### config.mk
export PLATFORM = sky130hd
export DESIGN_NAME = emission_rate_scheduler_flat
export DESIGN_NICKNAME = d
export VERILOG_FILES = /design/src/design/ers_pkg.sv /design/src/design/ers_if.sv /design/src/design/emission_rate_scheduler.sv /design/src/design/ers_div.sv /design/src/design/ers_datapath.sv /design/src/design/ers_ctrl.sv /design/src/flat_wrapper.sv
export SDC_FILE = /design/constraint.sdc
export NUM_CORES = 2
export LEC_CHECK = 0
export BUFFER_PORTS_ARGS = -buffer_cell sky130_fd_sc_hd__buf_4
export CORE_ASPECT_RATIO = 0.6
export CORE_UTILIZATION = 59
export DETAILED_ROUTE_END_ITERATION = 12
export GPL_TIMING_DRIVEN = 0
export HOLD_SLACK_MARGIN = 0.03
export PLACE_DENSITY = 0.9
export SKIP_CTS_REPAIR_TIMING = 1
export SLEW_MARGIN = 20
export SYNTH_ARGS = -nofsm -noshare
export SYNTH_HDL_FRONTEND = slang
export SYNTH_SLANG_ARGS = --single-unit
### constraint.sdc
create_clock -name clk_i -period 6.64 [get_ports clk_i]
set_input_delay 1.328 -clock clk_i [delete_from_list [all_inputs] [get_ports clk_i]]
set_output_delay 1.328 -clock clk_i [all_outputs]
set_load 0.01 [all_outputs]
### src/design/ers_pkg.sv
`timescale 1ns / 1ps
// ----------------------------------------------------------------------------
// ers_pkg
// types and constants shared by the emission rate scheduler modules
// ----------------------------------------------------------------------------
package ers_pkg;

  // field widths
  localparam int unsigned TIME_W   = 32;  // time_step, active_duration
  localparam int unsigned RATE_W   = 32;  // emit_rate
  localparam int unsigned CNT_W    = 16;  // live_count, burst_count, max_count, spawn_count
  localparam int unsigned SCALE_W  = 16;  // rate_scale, q8.8
  localparam int unsigned SCALE_SH = 8;
  localparam int unsigned T_W      = 48;  // elapsed time and emission timer
  localparam int unsigned R_W      = RATE_W + SCALE_W - SCALE_SH;

  // configuration port
  localparam int unsigned CFG_IDX_W  = 3;
  localparam int unsigned CFG_DATA_W = 32;

  typedef enum logic [CFG_IDX_W-1:0] {
    CFG_EMIT_RATE       = 3'd0,
    CFG_ACTIVE_DURATION = 3'd1,
    CFG_BURST_COUNT     = 3'd2,
    CFG_ONE_PER_FRAME   = 3'd3,
    CFG_MAX_COUNT       = 3'd4
  } cfg_idx_e;

  localparam logic [CNT_W-1:0] MAX_COUNT_RST = '1;

  // operand set for the shared divider
  typedef enum logic [1:0] {
    DIV_RECIP,  // period = 2^(2f) / rate
    DIV_QUOT,   // request = timer / period
    DIV_MOD     // timer mod period
  } div_sel_e;

  typedef enum logic [3:0] {
    ST_IDLE,
    ST_ACCUM,
    ST_RECIP,
    ST_RECIP_WAIT,
    ST_QUOT,
    ST_QUOT_WAIT,
    ST_CLAMP,
    ST_MULT,
    ST_TRIM,
    ST_MOD,
    ST_MOD_WAIT,
    ST_DONE
  } state_e;

  typedef struct packed {
    logic     load_in;
    logic     accum;
    logic     div_start;
    div_sel_e div_sel;
    logic     d_load;
    logic     req_load_direct;
    logic     req_load_div;
    logic     emit_load;
    logic     mul_step;
    logic     timer_clear;
    logic     trim_load;
    logic     mod_load;
    logic     out_load;
  } cmd_t;

  typedef struct packed {
    logic expired;
    logic rate_zero;
    logic req_direct;
    logic div_busy;
    logic commit;
    logic d_zero;
    logic mul_busy;
    logic mod_need;
  } status_t;

endpackage

### src/design/ers_if.sv
`timescale 1ns / 1ps
// ----------------------------------------------------------------------------
// ers_in_if / ers_out_if
// valid/ready channels for frame ticks and spawn results
// ----------------------------------------------------------------------------
interface ers_in_if;
  logic                         valid;
  logic                         ready;
  logic [ers_pkg::TIME_W-1:0]   time_step;
  logic [ers_pkg::CNT_W-1:0]    live_count;
  logic [ers_pkg::SCALE_W-1:0]  rate_scale;

  modport source (output valid, time_step, live_count, rate_scale, input ready);
  modport sink   (input valid, time_step, live_count, rate_scale, output ready);
endinterface

interface ers_out_if;
  logic                      valid;
  logic                      ready;
  logic [ers_pkg::CNT_W-1:0] spawn_count;
  logic                      expired;

  modport source (output valid, spawn_count, expired, input ready);
  modport sink   (input valid, spawn_count, expired, output ready);
endinterface

### src/design/emission_rate_scheduler.sv
`timescale 1ns / 1ps
// ----------------------------------------------------------------------------
// emission_rate_scheduler
// per-frame particle spawn count from a saturating emission timer
// ----------------------------------------------------------------------------
// channel   dir  handshake      payload
// in_i      in   valid/ready    time_step[31:0] live_count[15:0] rate_scale[15:0]
// out_o     out  valid/ready    spawn_count[15:0] expired
// cfg       in   cfg_we_i       cfg_idx_i[2:0] cfg_data_i[31:0], no read-back
//
// one tick at a time
// an expired tick goes from ACCUM straight to DONE, skipping the divisions
// a tick that runs the request division steps through RECIP, QUOT and CLAMP
//   and, when it commits, MULT (the shift-add period multiply over the spawn
//   count's significant bits) and TRIM, using the single one-bit-per-cycle divider
// one-per-frame mode without a shortfall adds the timer modulo (MOD, MOD_WAIT)
// reset clears config (max_count to all ones), elapsed time and timer at once
// a waiting result sits in the output register; the next request is taken
//   meanwhile and the sequencer holds only if its own result is ready first
// ----------------------------------------------------------------------------
module emission_rate_scheduler #(
  parameter int unsigned COUNT_BITS = 16,
  parameter int unsigned FRAC_BITS  = 16
) (
  input  logic                           clk_i,
  input  logic                           rst_ni,
  input  logic                           cfg_we_i,
  input  logic [ers_pkg::CFG_IDX_W-1:0]  cfg_idx_i,
  input  logic [ers_pkg::CFG_DATA_W-1:0] cfg_data_i,
  ers_in_if.sink                         in_i,
  ers_out_if.source                      out_o
);

  // command and status between sequencer and datapath
  ers_pkg::cmd_t    cmd;
  ers_pkg::status_t status;

  // sequencer: owns the request ready and the result valid
  ers_ctrl u_ctrl (
    .clk_i       (clk_i),
    .rst_ni      (rst_ni),
    .in_valid_i  (in_i.valid),
    .in_ready_o  (in_i.ready),
    .out_valid_o (out_o.valid),
    .out_ready_i (out_o.ready),
    .status_i    (status),
    .cmd_o       (cmd)
  );

  // datapath: config, timers, rate multiply, shared divider, commit
  ers_datapath #(
    .COUNT_BITS (COUNT_BITS),
    .FRAC_BITS  (FRAC_BITS)
  ) u_dp (
    .clk_i         (clk_i),
    .rst_ni        (rst_ni),
    .cfg_we_i      (cfg_we_i),
    .cfg_idx_i     (cfg_idx_i),
    .cfg_data_i    (cfg_data_i),
    .time_step_i   (in_i.time_step),
    .live_count_i  (in_i.live_count),
    .rate_scale_i  (in_i.rate_scale),
    .cmd_i         (cmd),
    .status_o      (status),
    .spawn_count_o (out_o.spawn_count),
    .expired_o     (out_o.expired)
  );

endmodule

### src/design/ers_div.sv
`timescale 1ns / 1ps
// ----------------------------------------------------------------------------
// ers_div
// restoring divider, one quotient bit per cycle, loadable partial remainder
// ----------------------------------------------------------------------------
module ers_div #(
  parameter int unsigned W = 48
) (
  input  logic                       clk_i,
  input  logic                       rst_ni,
  input  logic                       start_i,
  input  logic [W-1:0]               rem_init_i,
  input  logic [W-1:0]               num_i,
  input  logic [W-1:0]               divisor_i,
  input  logic [$clog2(W+1)-1:0]     steps_i,
  output logic                       busy_o,
  output logic [W-1:0]               quot_o,
  output logic [W-1:0]               rem_o
);

  localparam int unsigned SW = $clog2(W + 1);

  logic          busy_q, busy_d;
  logic [SW-1:0] cnt_q, cnt_d;
  logic [W-1:0]  p_q, p_d;
  logic [W-1:0]  n_q, n_d;
  logic [W-1:0]  q_q, q_d;
  logic [W-1:0]  dv_q, dv_d;
  logic [W:0]    trial;
  logic [W:0]    diff;

  assign trial = {p_q, n_q[W-1]};
  assign diff  = trial - {1'b0, dv_q};

  always_comb begin
    busy_d = busy_q;
    cnt_d  = cnt_q;
    p_d    = p_q;
    n_d    = n_q;
    q_d    = q_q;
    dv_d   = dv_q;
    if (start_i) begin
      busy_d = 1'b1;
      cnt_d  = steps_i;
      p_d    = rem_init_i;
      n_d    = num_i;
      q_d    = '0;
      dv_d   = divisor_i;
    end else if (busy_q) begin
      n_d = {n_q[W-2:0], 1'b0};
      if (trial >= {1'b0, dv_q}) begin
        p_d = diff[W-1:0];
        q_d = {q_q[W-2:0], 1'b1};
      end else begin
        p_d = trial[W-1:0];
        q_d = {q_q[W-2:0], 1'b0};
      end
      cnt_d = cnt_q - SW'(1);
      if (cnt_q == SW'(1)) begin
        busy_d = 1'b0;
      end
    end
  end

  always_ff @(posedge clk_i or negedge rst_ni) begin
    if (!rst_ni) begin
      busy_q <= 1'b0;
      cnt_q  <= '0;
    end else begin
      busy_q <= busy_d;
      cnt_q  <= cnt_d;
    end
  end

  always_ff @(posedge clk_i) begin
    p_q  <= p_d;
    n_q  <= n_d;
    q_q  <= q_d;
    dv_q <= dv_d;
  end

  assign busy_o = busy_q;
  assign quot_o = q_q;
  assign rem_o  = p_q;

endmodule

### src/design/ers_datapath.sv
`timescale 1ns / 1ps
// ----------------------------------------------------------------------------
// ers_datapath
// registers, rate multiply, period, request and modulo division, timer commit
// ----------------------------------------------------------------------------
module ers_datapath #(
  parameter int unsigned COUNT_BITS = 16,
  parameter int unsigned FRAC_BITS  = 16
) (
  input  logic                              clk_i,
  input  logic                              rst_ni,
  // configuration
  input  logic                              cfg_we_i,
  input  logic [ers_pkg::CFG_IDX_W-1:0]     cfg_idx_i,
  input  logic [ers_pkg::CFG_DATA_W-1:0]    cfg_data_i,
  // request payload
  input  logic [ers_pkg::TIME_W-1:0]        time_step_i,
  input  logic [ers_pkg::CNT_W-1:0]         live_count_i,
  input  logic [ers_pkg::SCALE_W-1:0]       rate_scale_i,
  // control
  input  ers_pkg::cmd_t                     cmd_i,
  output ers_pkg::status_t                  status_o,
  // result payload
  output logic [ers_pkg::CNT_W-1:0]         spawn_count_o,
  output logic                              expired_o
);

  localparam int unsigned T_W    = ers_pkg::T_W;
  localparam int unsigned CNT_W  = ers_pkg::CNT_W;
  localparam int unsigned R_W    = ers_pkg::R_W;
  localparam int unsigned D_W    = 2 * FRAC_BITS + 1;
  localparam int unsigned DIV_W  = (D_W > T_W) ? D_W : T_W;
  localparam int unsigned P_W    = D_W + CNT_W;
  localparam int unsigned CMP_W  = (P_W > T_W) ? P_W : T_W;
  localparam int unsigned WW     = COUNT_BITS + CNT_W;
  localparam int unsigned STEP_W = $clog2(DIV_W + 1);

  localparam logic [COUNT_BITS-1:0] CNT_MAX = '1;
  localparam logic [COUNT_BITS-1:0] REQ_ONE = COUNT_BITS'(1);

  // configuration registers
  logic [ers_pkg::RATE_W-1:0] emit_rate_q;
  logic [ers_pkg::TIME_W-1:0] active_dur_q;
  logic [CNT_W-1:0]           burst_q;
  logic                       opf_q;
  logic [CNT_W-1:0]           max_q;

  // per-tick registers
  logic [ers_pkg::TIME_W-1:0]  step_q;
  logic [CNT_W-1:0]            live_q;
  logic [ers_pkg::SCALE_W-1:0] scale_q;
  logic [R_W-1:0]              r_q;
  logic [D_W-1:0]              d_q;
  logic [COUNT_BITS-1:0]       req_q;
  logic [CNT_W-1:0]            emitted_q;
  logic                        expired_q;
  logic [P_W-1:0]              prod_q;
  logic [P_W-1:0]              mcand_q;
  logic [CNT_W-1:0]            mer_q;

  // persistent state
  logic [T_W-1:0] elapsed_q;
  logic [T_W-1:0] timer_q;

  // result register
  logic [CNT_W-1:0] out_emit_q;
  logic             out_exp_q;

  // accumulate
  logic [T_W:0]   elapsed_sum;
  logic [T_W-1:0] elapsed_new;
  logic [T_W:0]   timer_sum;
  logic [T_W-1:0] timer_new;
  logic           expired_now;
  logic [ers_pkg::RATE_W+ers_pkg::SCALE_W-1:0] rate_prod;

  assign elapsed_sum = {1'b0, elapsed_q} + (T_W + 1)'(step_q);
  assign elapsed_new = elapsed_sum[T_W] ? '1 : elapsed_sum[T_W-1:0];
  assign timer_sum   = {1'b0, timer_q} + (T_W + 1)'(step_q);
  assign timer_new   = timer_sum[T_W] ? '1 : timer_sum[T_W-1:0];
  assign expired_now = (active_dur_q != '0) && (elapsed_new > T_W'(active_dur_q));
  assign rate_prod   = emit_rate_q * scale_q;

  // divider
  logic [DIV_W-1:0]  div_rem_init, div_num, div_divisor, div_quot, div_rem;
  logic [STEP_W-1:0] div_steps;
  logic              div_busy;

  always_comb begin
    case (cmd_i.div_sel)
      ers_pkg::DIV_RECIP: begin
        div_rem_init = '0;
        div_num      = {1'b1, {(DIV_W-1){1'b0}}};
        div_divisor  = DIV_W'(r_q);
        div_steps    = STEP_W'(D_W);
      end
      ers_pkg::DIV_QUOT: begin
        // partial remainder already below the period when the quotient fits
        div_rem_init = DIV_W'(timer_q >> COUNT_BITS);
        div_num      = {timer_q[COUNT_BITS-1:0], {(DIV_W-COUNT_BITS){1'b0}}};
        div_divisor  = DIV_W'(d_q);
        div_steps    = STEP_W'(COUNT_BITS);
      end
      ers_pkg::DIV_MOD: begin
        div_rem_init = '0;
        div_num      = DIV_W'(timer_q) << (DIV_W - T_W);
        div_divisor  = DIV_W'(d_q);
        div_steps    = STEP_W'(T_W);
      end
      default: begin
        div_rem_init = '0;
        div_num      = '0;
        div_divisor  = '0;
        div_steps    = '0;
      end
    endcase
  end

  ers_div #(
    .W (DIV_W)
  ) u_div (
    .clk_i      (clk_i),
    .rst_ni     (rst_ni),
    .start_i    (cmd_i.div_start),
    .rem_init_i (div_rem_init),
    .num_i      (div_num),
    .divisor_i  (div_divisor),
    .steps_i    (div_steps),
    .busy_o     (div_busy),
    .quot_o     (div_quot),
    .rem_o      (div_rem)
  );

  // request selection
  logic                  rate_zero, d_zero, burst_hit, quot_sat;
  logic [WW-1:0]         burst_w;
  logic [COUNT_BITS-1:0] burst_req, rate_req, req_direct, req_div;

  function automatic logic [COUNT_BITS-1:0] cap_one(input logic [COUNT_BITS-1:0] v,
                                                    input logic opf);
    logic [COUNT_BITS-1:0] res;
    res = (opf && (v > REQ_ONE)) ? REQ_ONE : v;
    return res;
  endfunction

  assign rate_zero  = (r_q == '0);
  assign d_zero     = (d_q == '0);
  assign burst_hit  = (burst_q != '0) && (live_q == '0);
  assign quot_sat   = DIV_W'(timer_q >> COUNT_BITS) >= DIV_W'(d_q);
  assign burst_w    = WW'(burst_q);
  assign burst_req  = (burst_w > WW'(CNT_MAX)) ? CNT_MAX : burst_w[COUNT_BITS-1:0];
  assign rate_req   = rate_zero ? '0 : cap_one(CNT_MAX, opf_q);
  assign req_direct = burst_hit ? burst_req : rate_req;
  assign req_div    = cap_one(div_quot[COUNT_BITS-1:0], opf_q);

  // free slot clamp
  logic [CNT_W-1:0] room, emitted_d;
  logic             shortfall;

  assign room      = max_q - live_q;
  assign emitted_d = (live_q >= max_q) ? '0 :
                     ((WW'(req_q) < WW'(room)) ? CNT_W'(req_q) : room);
  assign shortfall = WW'(emitted_q) < WW'(req_q);

  // commit: timer less charged time, never below zero
  logic [CMP_W-1:0] prod_c, timer_c;
  logic [T_W-1:0]   rem_sub, rem_trim;

  assign prod_c   = CMP_W'(prod_q);
  assign timer_c  = CMP_W'(timer_q);
  assign rem_sub  = (prod_c > timer_c) ? '0 : T_W'(timer_c - prod_c);
  assign rem_trim = (shortfall && (DIV_W'(rem_sub) > DIV_W'(d_q))) ? T_W'(d_q) : rem_sub;

  always_ff @(posedge clk_i or negedge rst_ni) begin
    if (!rst_ni) begin
      emit_rate_q  <= '0;
      active_dur_q <= '0;
      burst_q      <= '0;
      opf_q        <= 1'b0;
      max_q        <= ers_pkg::MAX_COUNT_RST;
    end else if (cfg_we_i) begin
      case (cfg_idx_i)
        ers_pkg::CFG_EMIT_RATE:       emit_rate_q  <= cfg_data_i[ers_pkg::RATE_W-1:0];
        ers_pkg::CFG_ACTIVE_DURATION: active_dur_q <= cfg_data_i[ers_pkg::TIME_W-1:0];
        ers_pkg::CFG_BURST_COUNT:     burst_q      <= cfg_data_i[CNT_W-1:0];
        ers_pkg::CFG_ONE_PER_FRAME:   opf_q        <= cfg_data_i[0];
        ers_pkg::CFG_MAX_COUNT:       max_q        <= cfg_data_i[CNT_W-1:0];
        default: ;
      endcase
    end
  end

  always_ff @(posedge clk_i or negedge rst_ni) begin
    if (!rst_ni) begin
      elapsed_q <= '0;
      timer_q   <= '0;
    end else begin
      if (cmd_i.accum) begin
        elapsed_q <= elapsed_new;
        if (!expired_now) begin
          timer_q <= timer_new;
        end
      end
      if (cmd_i.timer_clear) begin
        timer_q <= '0;
      end
      if (cmd_i.trim_load) begin
        timer_q <= rem_trim;
      end
      if (cmd_i.mod_load) begin
        timer_q <= div_rem[T_W-1:0];
      end
    end
  end

  always_ff @(posedge clk_i) begin
    if (cmd_i.load_in) begin
      step_q  <= time_step_i;
      live_q  <= live_count_i;
      scale_q <= rate_scale_i;
    end
    if (cmd_i.accum) begin
      r_q       <= R_W'(rate_prod >> ers_pkg::SCALE_SH);
      expired_q <= expired_now;
      emitted_q <= '0;
    end
    if (cmd_i.d_load) begin
      d_q <= div_quot[D_W-1:0];
    end
    if (cmd_i.req_load_direct) begin
      req_q <= req_direct;
    end
    if (cmd_i.req_load_div) begin
      req_q <= req_div;
    end
    if (cmd_i.emit_load) begin
      emitted_q <= emitted_d;
      mer_q     <= emitted_d;
      mcand_q   <= P_W'(d_q);
      prod_q    <= '0;
    end
    if (cmd_i.mul_step) begin
      if (mer_q[0]) begin
        prod_q <= prod_q + mcand_q;
      end
      mcand_q <= {mcand_q[P_W-2:0], 1'b0};
      mer_q   <= {1'b0, mer_q[CNT_W-1:1]};
    end
    if (cmd_i.out_load) begin
      out_emit_q <= emitted_q;
      out_exp_q  <= expired_q;
    end
  end

  always_comb begin
    status_o            = '0;
    status_o.expired    = expired_now;
    status_o.rate_zero  = rate_zero;
    status_o.req_direct = burst_hit || rate_zero || d_zero || quot_sat;
    status_o.div_busy   = div_busy;
    status_o.commit     = (req_q != '0) && !rate_zero;
    status_o.d_zero     = d_zero;
    status_o.mul_busy   = (mer_q != '0);
    status_o.mod_need   = opf_q && !shortfall;
  end

  assign spawn_count_o = out_emit_q;
  assign expired_o     = out_exp_q;

endmodule

### src/design/ers_ctrl.sv
`timescale 1ns / 1ps
// ----------------------------------------------------------------------------
// ers_ctrl
// sequencer for one frame tick and the result valid flag
// ----------------------------------------------------------------------------
module ers_ctrl (
  input  logic             clk_i,
  input  logic             rst_ni,
  input  logic             in_valid_i,
  output logic             in_ready_o,
  output logic             out_valid_o,
  input  logic             out_ready_i,
  input  ers_pkg::status_t status_i,
  output ers_pkg::cmd_t    cmd_o
);

  ers_pkg::state_e state_q, state_d;
  logic            out_valid_q, out_valid_d;
  logic            out_free;

  assign out_free = !out_valid_q || out_ready_i;

  always_comb begin
    state_d = state_q;
    case (state_q)
      ers_pkg::ST_IDLE: begin
        if (in_valid_i) begin
          state_d = ers_pkg::ST_ACCUM;
        end
      end
      ers_pkg::ST_ACCUM: begin
        state_d = status_i.expired ? ers_pkg::ST_DONE : ers_pkg::ST_RECIP;
      end
      ers_pkg::ST_RECIP: begin
        state_d = status_i.rate_zero ? ers_pkg::ST_QUOT : ers_pkg::ST_RECIP_WAIT;
      end
      ers_pkg::ST_RECIP_WAIT: begin
        if (!status_i.div_busy) begin
          state_d = ers_pkg::ST_QUOT;
        end
      end
      ers_pkg::ST_QUOT: begin
        state_d = status_i.req_direct ? ers_pkg::ST_CLAMP : ers_pkg::ST_QUOT_WAIT;
      end
      ers_pkg::ST_QUOT_WAIT: begin
        if (!status_i.div_busy) begin
          state_d = ers_pkg::ST_CLAMP;
        end
      end
      ers_pkg::ST_CLAMP: begin
        if (!status_i.commit || status_i.d_zero) begin
          state_d = ers_pkg::ST_DONE;
        end else begin
          state_d = ers_pkg::ST_MULT;
        end
      end
      ers_pkg::ST_MULT: begin
        if (!status_i.mul_busy) begin
          state_d = ers_pkg::ST_TRIM;
        end
      end
      ers_pkg::ST_TRIM: begin
        state_d = status_i.mod_need ? ers_pkg::ST_MOD : ers_pkg::ST_DONE;
      end
      ers_pkg::ST_MOD: begin
        state_d = ers_pkg::ST_MOD_WAIT;
      end
      ers_pkg::ST_MOD_WAIT: begin
        if (!status_i.div_busy) begin
          state_d = ers_pkg::ST_DONE;
        end
      end
      ers_pkg::ST_DONE: begin
        if (out_free) begin
          state_d = ers_pkg::ST_IDLE;
        end
      end
      default: begin
        state_d = ers_pkg::ST_IDLE;
      end
    endcase
  end

  always_comb begin
    cmd_o         = '0;
    cmd_o.div_sel = ers_pkg::DIV_RECIP;
    in_ready_o    = 1'b0;
    case (state_q)
      ers_pkg::ST_IDLE: begin
        in_ready_o    = 1'b1;
        cmd_o.load_in = in_valid_i;
      end
      ers_pkg::ST_ACCUM: begin
        cmd_o.accum = 1'b1;
      end
      ers_pkg::ST_RECIP: begin
        cmd_o.div_start = !status_i.rate_zero;
        cmd_o.div_sel   = ers_pkg::DIV_RECIP;
      end
      ers_pkg::ST_RECIP_WAIT: begin
        cmd_o.div_sel = ers_pkg::DIV_RECIP;
        cmd_o.d_load  = !status_i.div_busy;
      end
      ers_pkg::ST_QUOT: begin
        cmd_o.div_sel         = ers_pkg::DIV_QUOT;
        cmd_o.req_load_direct = status_i.req_direct;
        cmd_o.div_start       = !status_i.req_direct;
      end
      ers_pkg::ST_QUOT_WAIT: begin
        cmd_o.div_sel      = ers_pkg::DIV_QUOT;
        cmd_o.req_load_div = !status_i.div_busy;
      end
      ers_pkg::ST_CLAMP: begin
        cmd_o.emit_load   = 1'b1;
        cmd_o.timer_clear = status_i.commit && status_i.d_zero;
      end
      ers_pkg::ST_MULT: begin
        cmd_o.mul_step = status_i.mul_busy;
      end
      ers_pkg::ST_TRIM: begin
        cmd_o.trim_load = 1'b1;
      end
      ers_pkg::ST_MOD: begin
        cmd_o.div_sel   = ers_pkg::DIV_MOD;
        cmd_o.div_start = 1'b1;
      end
      ers_pkg::ST_MOD_WAIT: begin
        cmd_o.div_sel  = ers_pkg::DIV_MOD;
        cmd_o.mod_load = !status_i.div_busy;
      end
      ers_pkg::ST_DONE: begin
        cmd_o.out_load = out_free;
      end
      default: ;
    endcase
  end

  always_comb begin
    out_valid_d = out_valid_q;
    if (out_ready_i) begin
      out_valid_d = 1'b0;
    end
    if (cmd_o.out_load) begin
      out_valid_d = 1'b1;
    end
  end

  always_ff @(posedge clk_i or negedge rst_ni) begin
    if (!rst_ni) begin
      state_q     <= ers_pkg::ST_IDLE;
      out_valid_q <= 1'b0;
    end else begin
      state_q     <= state_d;
      out_valid_q <= out_valid_d;
    end
  end

  assign out_valid_o = out_valid_q;

endmodule
### src/flat_wrapper.sv
// flat-port wrapper written by rule: the top's interface ports become plain ports
module emission_rate_scheduler_flat 
#(
  parameter int unsigned COUNT_BITS = 16,
  parameter int unsigned FRAC_BITS  = 16
)
  (clk_i, rst_ni, cfg_we_i, cfg_idx_i, cfg_data_i, in_i_valid, in_i_time_step, in_i_live_count, in_i_rate_scale, in_i_ready, out_o_valid, out_o_spawn_count, out_o_expired, out_o_ready);
  ers_in_if in_i_i ();
  ers_out_if out_o_i ();
  input  logic clk_i;
  input  logic rst_ni;
  input  logic cfg_we_i;
  input  logic [ers_pkg::CFG_IDX_W-1:0] cfg_idx_i;
  input  logic [ers_pkg::CFG_DATA_W-1:0] cfg_data_i;
  input wire logic [$bits(in_i_i.valid)-1:0] in_i_valid;
  input wire logic [$bits(in_i_i.time_step)-1:0] in_i_time_step;
  input wire logic [$bits(in_i_i.live_count)-1:0] in_i_live_count;
  input wire logic [$bits(in_i_i.rate_scale)-1:0] in_i_rate_scale;
  output wire logic [$bits(in_i_i.ready)-1:0] in_i_ready;
  output wire logic [$bits(out_o_i.valid)-1:0] out_o_valid;
  output wire logic [$bits(out_o_i.spawn_count)-1:0] out_o_spawn_count;
  output wire logic [$bits(out_o_i.expired)-1:0] out_o_expired;
  input wire logic [$bits(out_o_i.ready)-1:0] out_o_ready;
  assign in_i_i.valid = in_i_valid;
  assign in_i_i.time_step = in_i_time_step;
  assign in_i_i.live_count = in_i_live_count;
  assign in_i_i.rate_scale = in_i_rate_scale;
  assign in_i_ready = in_i_i.ready;
  assign out_o_valid = out_o_i.valid;
  assign out_o_spawn_count = out_o_i.spawn_count;
  assign out_o_expired = out_o_i.expired;
  assign out_o_i.ready = out_o_ready;
  emission_rate_scheduler #(.COUNT_BITS(COUNT_BITS), .FRAC_BITS(FRAC_BITS)) u_core (.clk_i(clk_i), .rst_ni(rst_ni), .cfg_we_i(cfg_we_i), .cfg_idx_i(cfg_idx_i), .cfg_data_i(cfg_data_i), .in_i(in_i_i), .out_o(out_o_i));
endmodule
# == Yosys cells after proc, flatten, opt, wreduce, memory -nomap -nowiden ==
# Index checks and enable logic that the tools add are counted.
# op_classes
bitwise_logic,0
addsub,7
multipliers,1
div_mod_pow,0
order_cmp,10
muxes,70
reduce_logical,44
n_eq_ne,25
n_shift,0
# op_table
op,n
48-bit 2-to-1 mux,14
49-bit 2-to-1 mux,5
16-bit 2-to-1 mux,11
48-bit one-hot mux with 3 select lines,1
48-bit by 32-bit adder with 49-bit output,2
48-bit subtractor,2
40-bit one-hot mux with 2 select lines,1
49-bit adder,1
49-bit by 48-bit greater-or-equal comparator with 1-bit output,1
49-bit by 48-bit > comparator with 1-bit output,1
48-bit by 32-bit > comparator with 1-bit output,1
48-bit by 33-bit > comparator with 1-bit output,1
32-bit by 16-bit multiplier with 48-bit output,1
4-bit one-hot mux with 12 select lines,1
16-bit nonzero test,3
40-bit zero test,1
32-bit by 33-bit greater-or-equal comparator with 1-bit output,1
33-bit zero test,1
16-bit < comparator,2
32-bit 2-to-1 mux,1
4-bit 2-to-1 mux,8
32-bit nonzero test,1
15-bit 2-to-1 mux,2
1-bit 2-to-1 mux,18
other kinds (35),76
# totals
latchBits,0
reg_bits,683
out_inout_bits,19
rom_bits,0
elab_cells,187
ram_bits,0
memories,0

# == Longest topological paths before layout ==
# logic_depth
depth_word,9
mapped_depth,29
depth_no_buf,27

# == By module ==
# A second synthesis with hierarchy kept.
# hier_totals
hier_cells,6680
area_unflattened_um2,62020.7
# modules_own_cells
mod,n_inst,seq_area_each_um2,area_each_um2,cells_per_inst
ers_datapath,1,13377.8,50267.0,5549
ers_div,1,5460.2,11139.4,1058
ers_ctrl,1,125.1,614.3,73

# == Worst setup path after synthesis ==
# No wires, ideal clock.
# synth_path
kind,register to register
start,register u_core.u_dp.emit_rate_q[29] in the netlist's numbering
end,register u_core.u_dp.r_q[38] (data pin)
n_path_buf,2
path_slack_ns,0.014
arrival_time_ns,6.369
setup_time_ns,0.258
stages_incl_launch_ff,28
t_required_ns,6.382
period_less_slack_ns,6.626
path_cell_list,dfrtp_1 clkbuf_1 clkbuf_1 nand2_1 fa_1 inv_1 fa_1 inv_1 fa_1 inv_1 fa_1 fa_1 inv_1 fa_1 inv_1 ha_1 a21o_1 a21o_1 a21o_1 a31oi_1 o21ai_0 a21oi_1 o21ai_0 a221o_1 a41oi_1 nand2b_1 a21oi_1 xnor2_1
# synth_between
elab_chain_cells,1
# synth_rtl
item,line_no,rtl
from (decl),ers_datapath.sv:42,logic [ers_pkg::RATE_W-1:0] emit_rate_q;
from (signal assigned),ers_datapath.sv:183,ers_pkg::CFG_EMIT_RATE: emit_rate_q <= cfg_data_i[ers_pkg::RATE_W-1:0];
32-bit by 16-bit multiplier with 48-bit output,ers_datapath.sv:82,assign rate_prod = emit_rate_q * scale_q;
"net u_core.u_dp.rate_prod, one bit",ers_datapath.sv:75,logic [ers_pkg::RATE_W+ers_pkg::SCALE_W-1:0] rate_prod;
to (signal assigned),ers_datapath.sv:223,r_q <= R_W'(rate_prod >> ers_pkg::SCALE_SH);
to (decl),ers_datapath.sv:52,logic [R_W-1:0] r_q;
# The timed path passes the listed nets, and every way through them passes these cells.
# A chain may end at the register's enable or synchronous reset.

# == Worst setup path in the final report ==
# layout_path
start,register u_core.u_dp.scale_q[12] in the netlist's numbering
end,register u_core.u_dp.r_q[29] (data pin)
# layout_between
elab_chain_cells,1
# layout_rtl
item,line_no,rtl
from (decl),ers_datapath.sv:51,logic [ers_pkg::SCALE_W-1:0] scale_q;
from (signal assigned),ers_datapath.sv:220,scale_q <= rate_scale_i;
32-bit by 16-bit multiplier with 48-bit output,ers_datapath.sv:82,
"net u_core.u_dp.rate_prod, one bit",ers_datapath.sv:75,
# The timed path passes the listed nets, and every way through them passes these cells.

==> summary.txt <==
STA
  • Final setup fails: 52
  • Minimum clock period: 7210 ps
  • Worst slew margin: 0.0841
  • Max Slew Vio Count: 0
  • Clock skew: between 30 and 40 ps
  • PnR worst setup slack: -565 ps
  • Fin. Hold Viols: 0
  • Peak Freq: 139 MHz
  • Worst-margin pin slew: around 1400 ps
  • Final worst path period share: 1.09
  • RSZ-0062 raised after global routing: true

Logic synthesis
  • Register area share after synthesis: 0.307
  • Count of unique library cells instantiated by Yosys: 98
  • Avg Cell Area, Syn: roughly 9 um^2
  • Yosys top cell area share: 0.193
  • Mapped Cells: 6,589
  • Most used DFF post-synth: edfxtp_1
  • Top post-synthesis cells by area: edfxtp_1, fa_1, ha_1
  • Most frequent cells after synthesis: nand2_1, inv_1, ha_1, fa_1, o21ai_0
  • Synthesis Warnings: 0
  • Post-synth top area cell: edfxtp_1
  • Synthesized cell area: between 0.06 and 0.07 mm^2
  • Count leader, synth: nand2_1
  • Yosys reg bits: 675
  • Net Count, Synth: 7,629
  • Post-synth EDFFs: a little under 400
  • Async S/R FF share, synth: 0.304

Min path
  • HP Class: flip-flop to flip-flop
  • Hold Path End: u_core.u_dp.expired_o
  • Worst hold start: u_core.u_dp.expired_q
  • Worst Hold Path Cells: 0

Worst setup path
  • Reg-to-reg setup timing slack: -570 ps
  • Reg2Reg Depth: 26
  • Req. time, crit path: 7090 ps
  • Crit path arrival time: approximately 7700 ps
  • CP Launch Type: flip-flop
  • RR Endpoint: u_core.u_dp.r_q[29]
  • Kind of critical path: flip-flop to flip-flop
  • Crit path max fanout: 10
  • Crit path capture type: flip-flop
  • Reg2reg start: u_core.u_dp.scale_q[12]

GRT
  • Pin count of the biggest net entering global routing: 84
  • GRT overflow: 0
  • First-pass GRT wire length: 361 mm
  • Vias in the first global route: ~52,000
  • Antenna violations before repair: 24
  • Tot GR Track Use: 0.490

Routing
  • Total number of vias: around 57,000
  • Drt via density: roughly 6.8
  • DR DRC count: 0
  • Wire per inst: about 31 um
  • Antenna Violating Nets Remaining: 0
  • Detailed Route WL: between 200 and 300 mm
  • Initial DRC Count: ~9,400
  • TritonRoute pass-1 iters: 9

Clock tree
  • H-tree Lvls: 3
  • Clock transition at the registers of the reported paths: around 70 ps
  • CTS tree: yes
  • Clk buf depth: 3
  • CTS Buf Count: 69
  • Clk_lat worst skew: roughly 700 ps
  • Sink Count: just under 700
  • CTS Root Cell: clkbuf_16

Run status
  • Status: complete, but fails checks
  • Violated checks: negative setup slack

Finish
  • Layout area overhead: 14.2%
  • End-of-flow core utilization: 0.681
  • Nets: around 8,000
  • Share of cells above drive strength 1: 0.132

Die
  • Die ar.: 0.103 mm^2
  • Core ar.: 0.101 mm^2
  • Number of I/O pins: between 100 and 150
  • DIE HEIGHT: 249 um
  • Initial core utilization: 0.597
  • Row count: 90
  • Die Wd: between 400 and 500 um

Run
  • Max Cap Violations: 0

Placement
  • Detailed placement HPWL: between 200 and 250 mm
  • Routability-driven placement congestion ratio: between 1 and 1.5
  • PortBufs: around 120
-- routing by layer --
metal	GRT usage	up-vias	share of wire
met4	0.157	45	0.035
li1	-	23600	-
met1	0.701	27600	0.40
met5	0.0578	-	0.0064
met2	0.562	4910	0.35
met3	0.336	673	0.21
-- worst max path at each step --
stage / depth (start not counted) / to / slack [ps] / startpoint
2_1_floorplan: 27 / u_core.u_dp.r_q[38] / 10 / u_core.u_dp.emit_rate_q[29]
3_3_place_gp: 26 / u_core.u_dp.timer_q[26] / -3320 / u_core.u_dp.timer_q[37]
3_5_place_dp: 28 / u_core.u_dp.timer_q[12] / -3100 / u_core.u_dp.timer_q[32]
4_1_cts: 28 / u_core.u_dp.timer_q[12] / -3140 / u_core.u_dp.timer_q[32]
5_1_grt: 25 / u_core.u_dp.r_q[29] / -770 / u_core.u_dp.scale_q[7]
6_report: 26 / u_core.u_dp.r_q[29] / -570 / u_core.u_dp.scale_q[12]
-- metrics by stage --
stage / instance area, um^2 / setup TNS, ps / hold WS (ps) / setup WS (ps) / cells
after floorplan: 60100 / 0 / 400 / 13.6 / 6589
after global placement: 62600 / -211020 / 409 / -3320 / 8045
after detailed placement: 62900 / -148050 / 428 / -3100 / 8061
after CTS: 65300 / -152330 / 427 / -3140 / 8189
after global routing: 68500 / -17750 / 443 / -771 / 8330
final: 68600 / -15470 / 435 / -565 / 8361
-- state kept, by name, indices dropped and copies added (netlist names), 40 cells and up --
| name | count |
|---|---|
| u_core.u_dp.u_div.dv_q | 40 |
| u_core.u_dp.u_div.n_q | 48 |
| u_core.u_dp.elapsed_q | 48 |
| u_core.u_dp.mcand_q | 49 |
| u_core.u_dp.r_q | 40 |
| u_core.u_dp.timer_q | 48 |
| u_core.u_dp.prod_c | 49 |
| u_core.u_dp.u_div.rem_o | 48 |
-- cell usage in the layout, fill, tap and decap left out, drive strengths merged, types with 44 or more instances in the layout --
cell / count
nand2: 767
inv: 757
ha: 513
fa: 423
o21ai: 414
nor2: 401
edfxtp: 386
buf: 385
a21oi: 354
clkbuf: 297
and2: 239
dfrtp: 189
nand3: 185
a21o: 141
xnor2: 133
nor3: 94
xor2: 89
a31oi: 89
dfxtp: 84
mux2: 83
nand4: 78
nor4: 68
mux2i: 63
and3: 58
a22oi: 55
nand2b: 53
a211oi: 49
o21a: 44
-- worst max-delay path, stage by stage, from the launching register on --
cell and delay [ps]:
edfxtp_1 380, buf_4 210, buf_4 220, and2_1 170
fa_1 470, inv_1 60, fa_1 590, inv_1 80
fa_1 470, fa_1 530, fa_1 510, inv_1 50
fa_1 480, inv_1 60, ha_4 230, a21o_1 170
a21o_1 170, a21o_1 210, nand3_2 110, o21ai_4 120
o41a_1 520, o211ai_1 320, a21boi_2 130, o21a_1 230
o21a_1 220, nor2_2 120, xnor2_1 70
-- layout make-up --
cell class	instances	area (um^2)
flip-flops and latches	675	18600
repair buffers	287	2430
fillers	7734	32100
well taps	1334	1670
plain buffers	299	1690
diodes	31	77.6
clock buffers	96	2010
inverters	754	2850
clock inverters	32	364
multi-input cells	4853	39000
-- logic make-up after synthesis --
group,count (synthesis),synth area share
AO/OA/AOI/OAI,1471,0.156
XOR/XNOR,222,0.0324
adder cells (fa/ha/maj),936,0.248
buffers and inverters,1061,0.0672
flip-flops,675,0.307
multiplexers,146,0.0261
AND/OR/NAND/NOR,2078,0.164
Power is not shown: default switching activity piles up to over one toggle a cycle in this logic, so the estimate is an artifact.
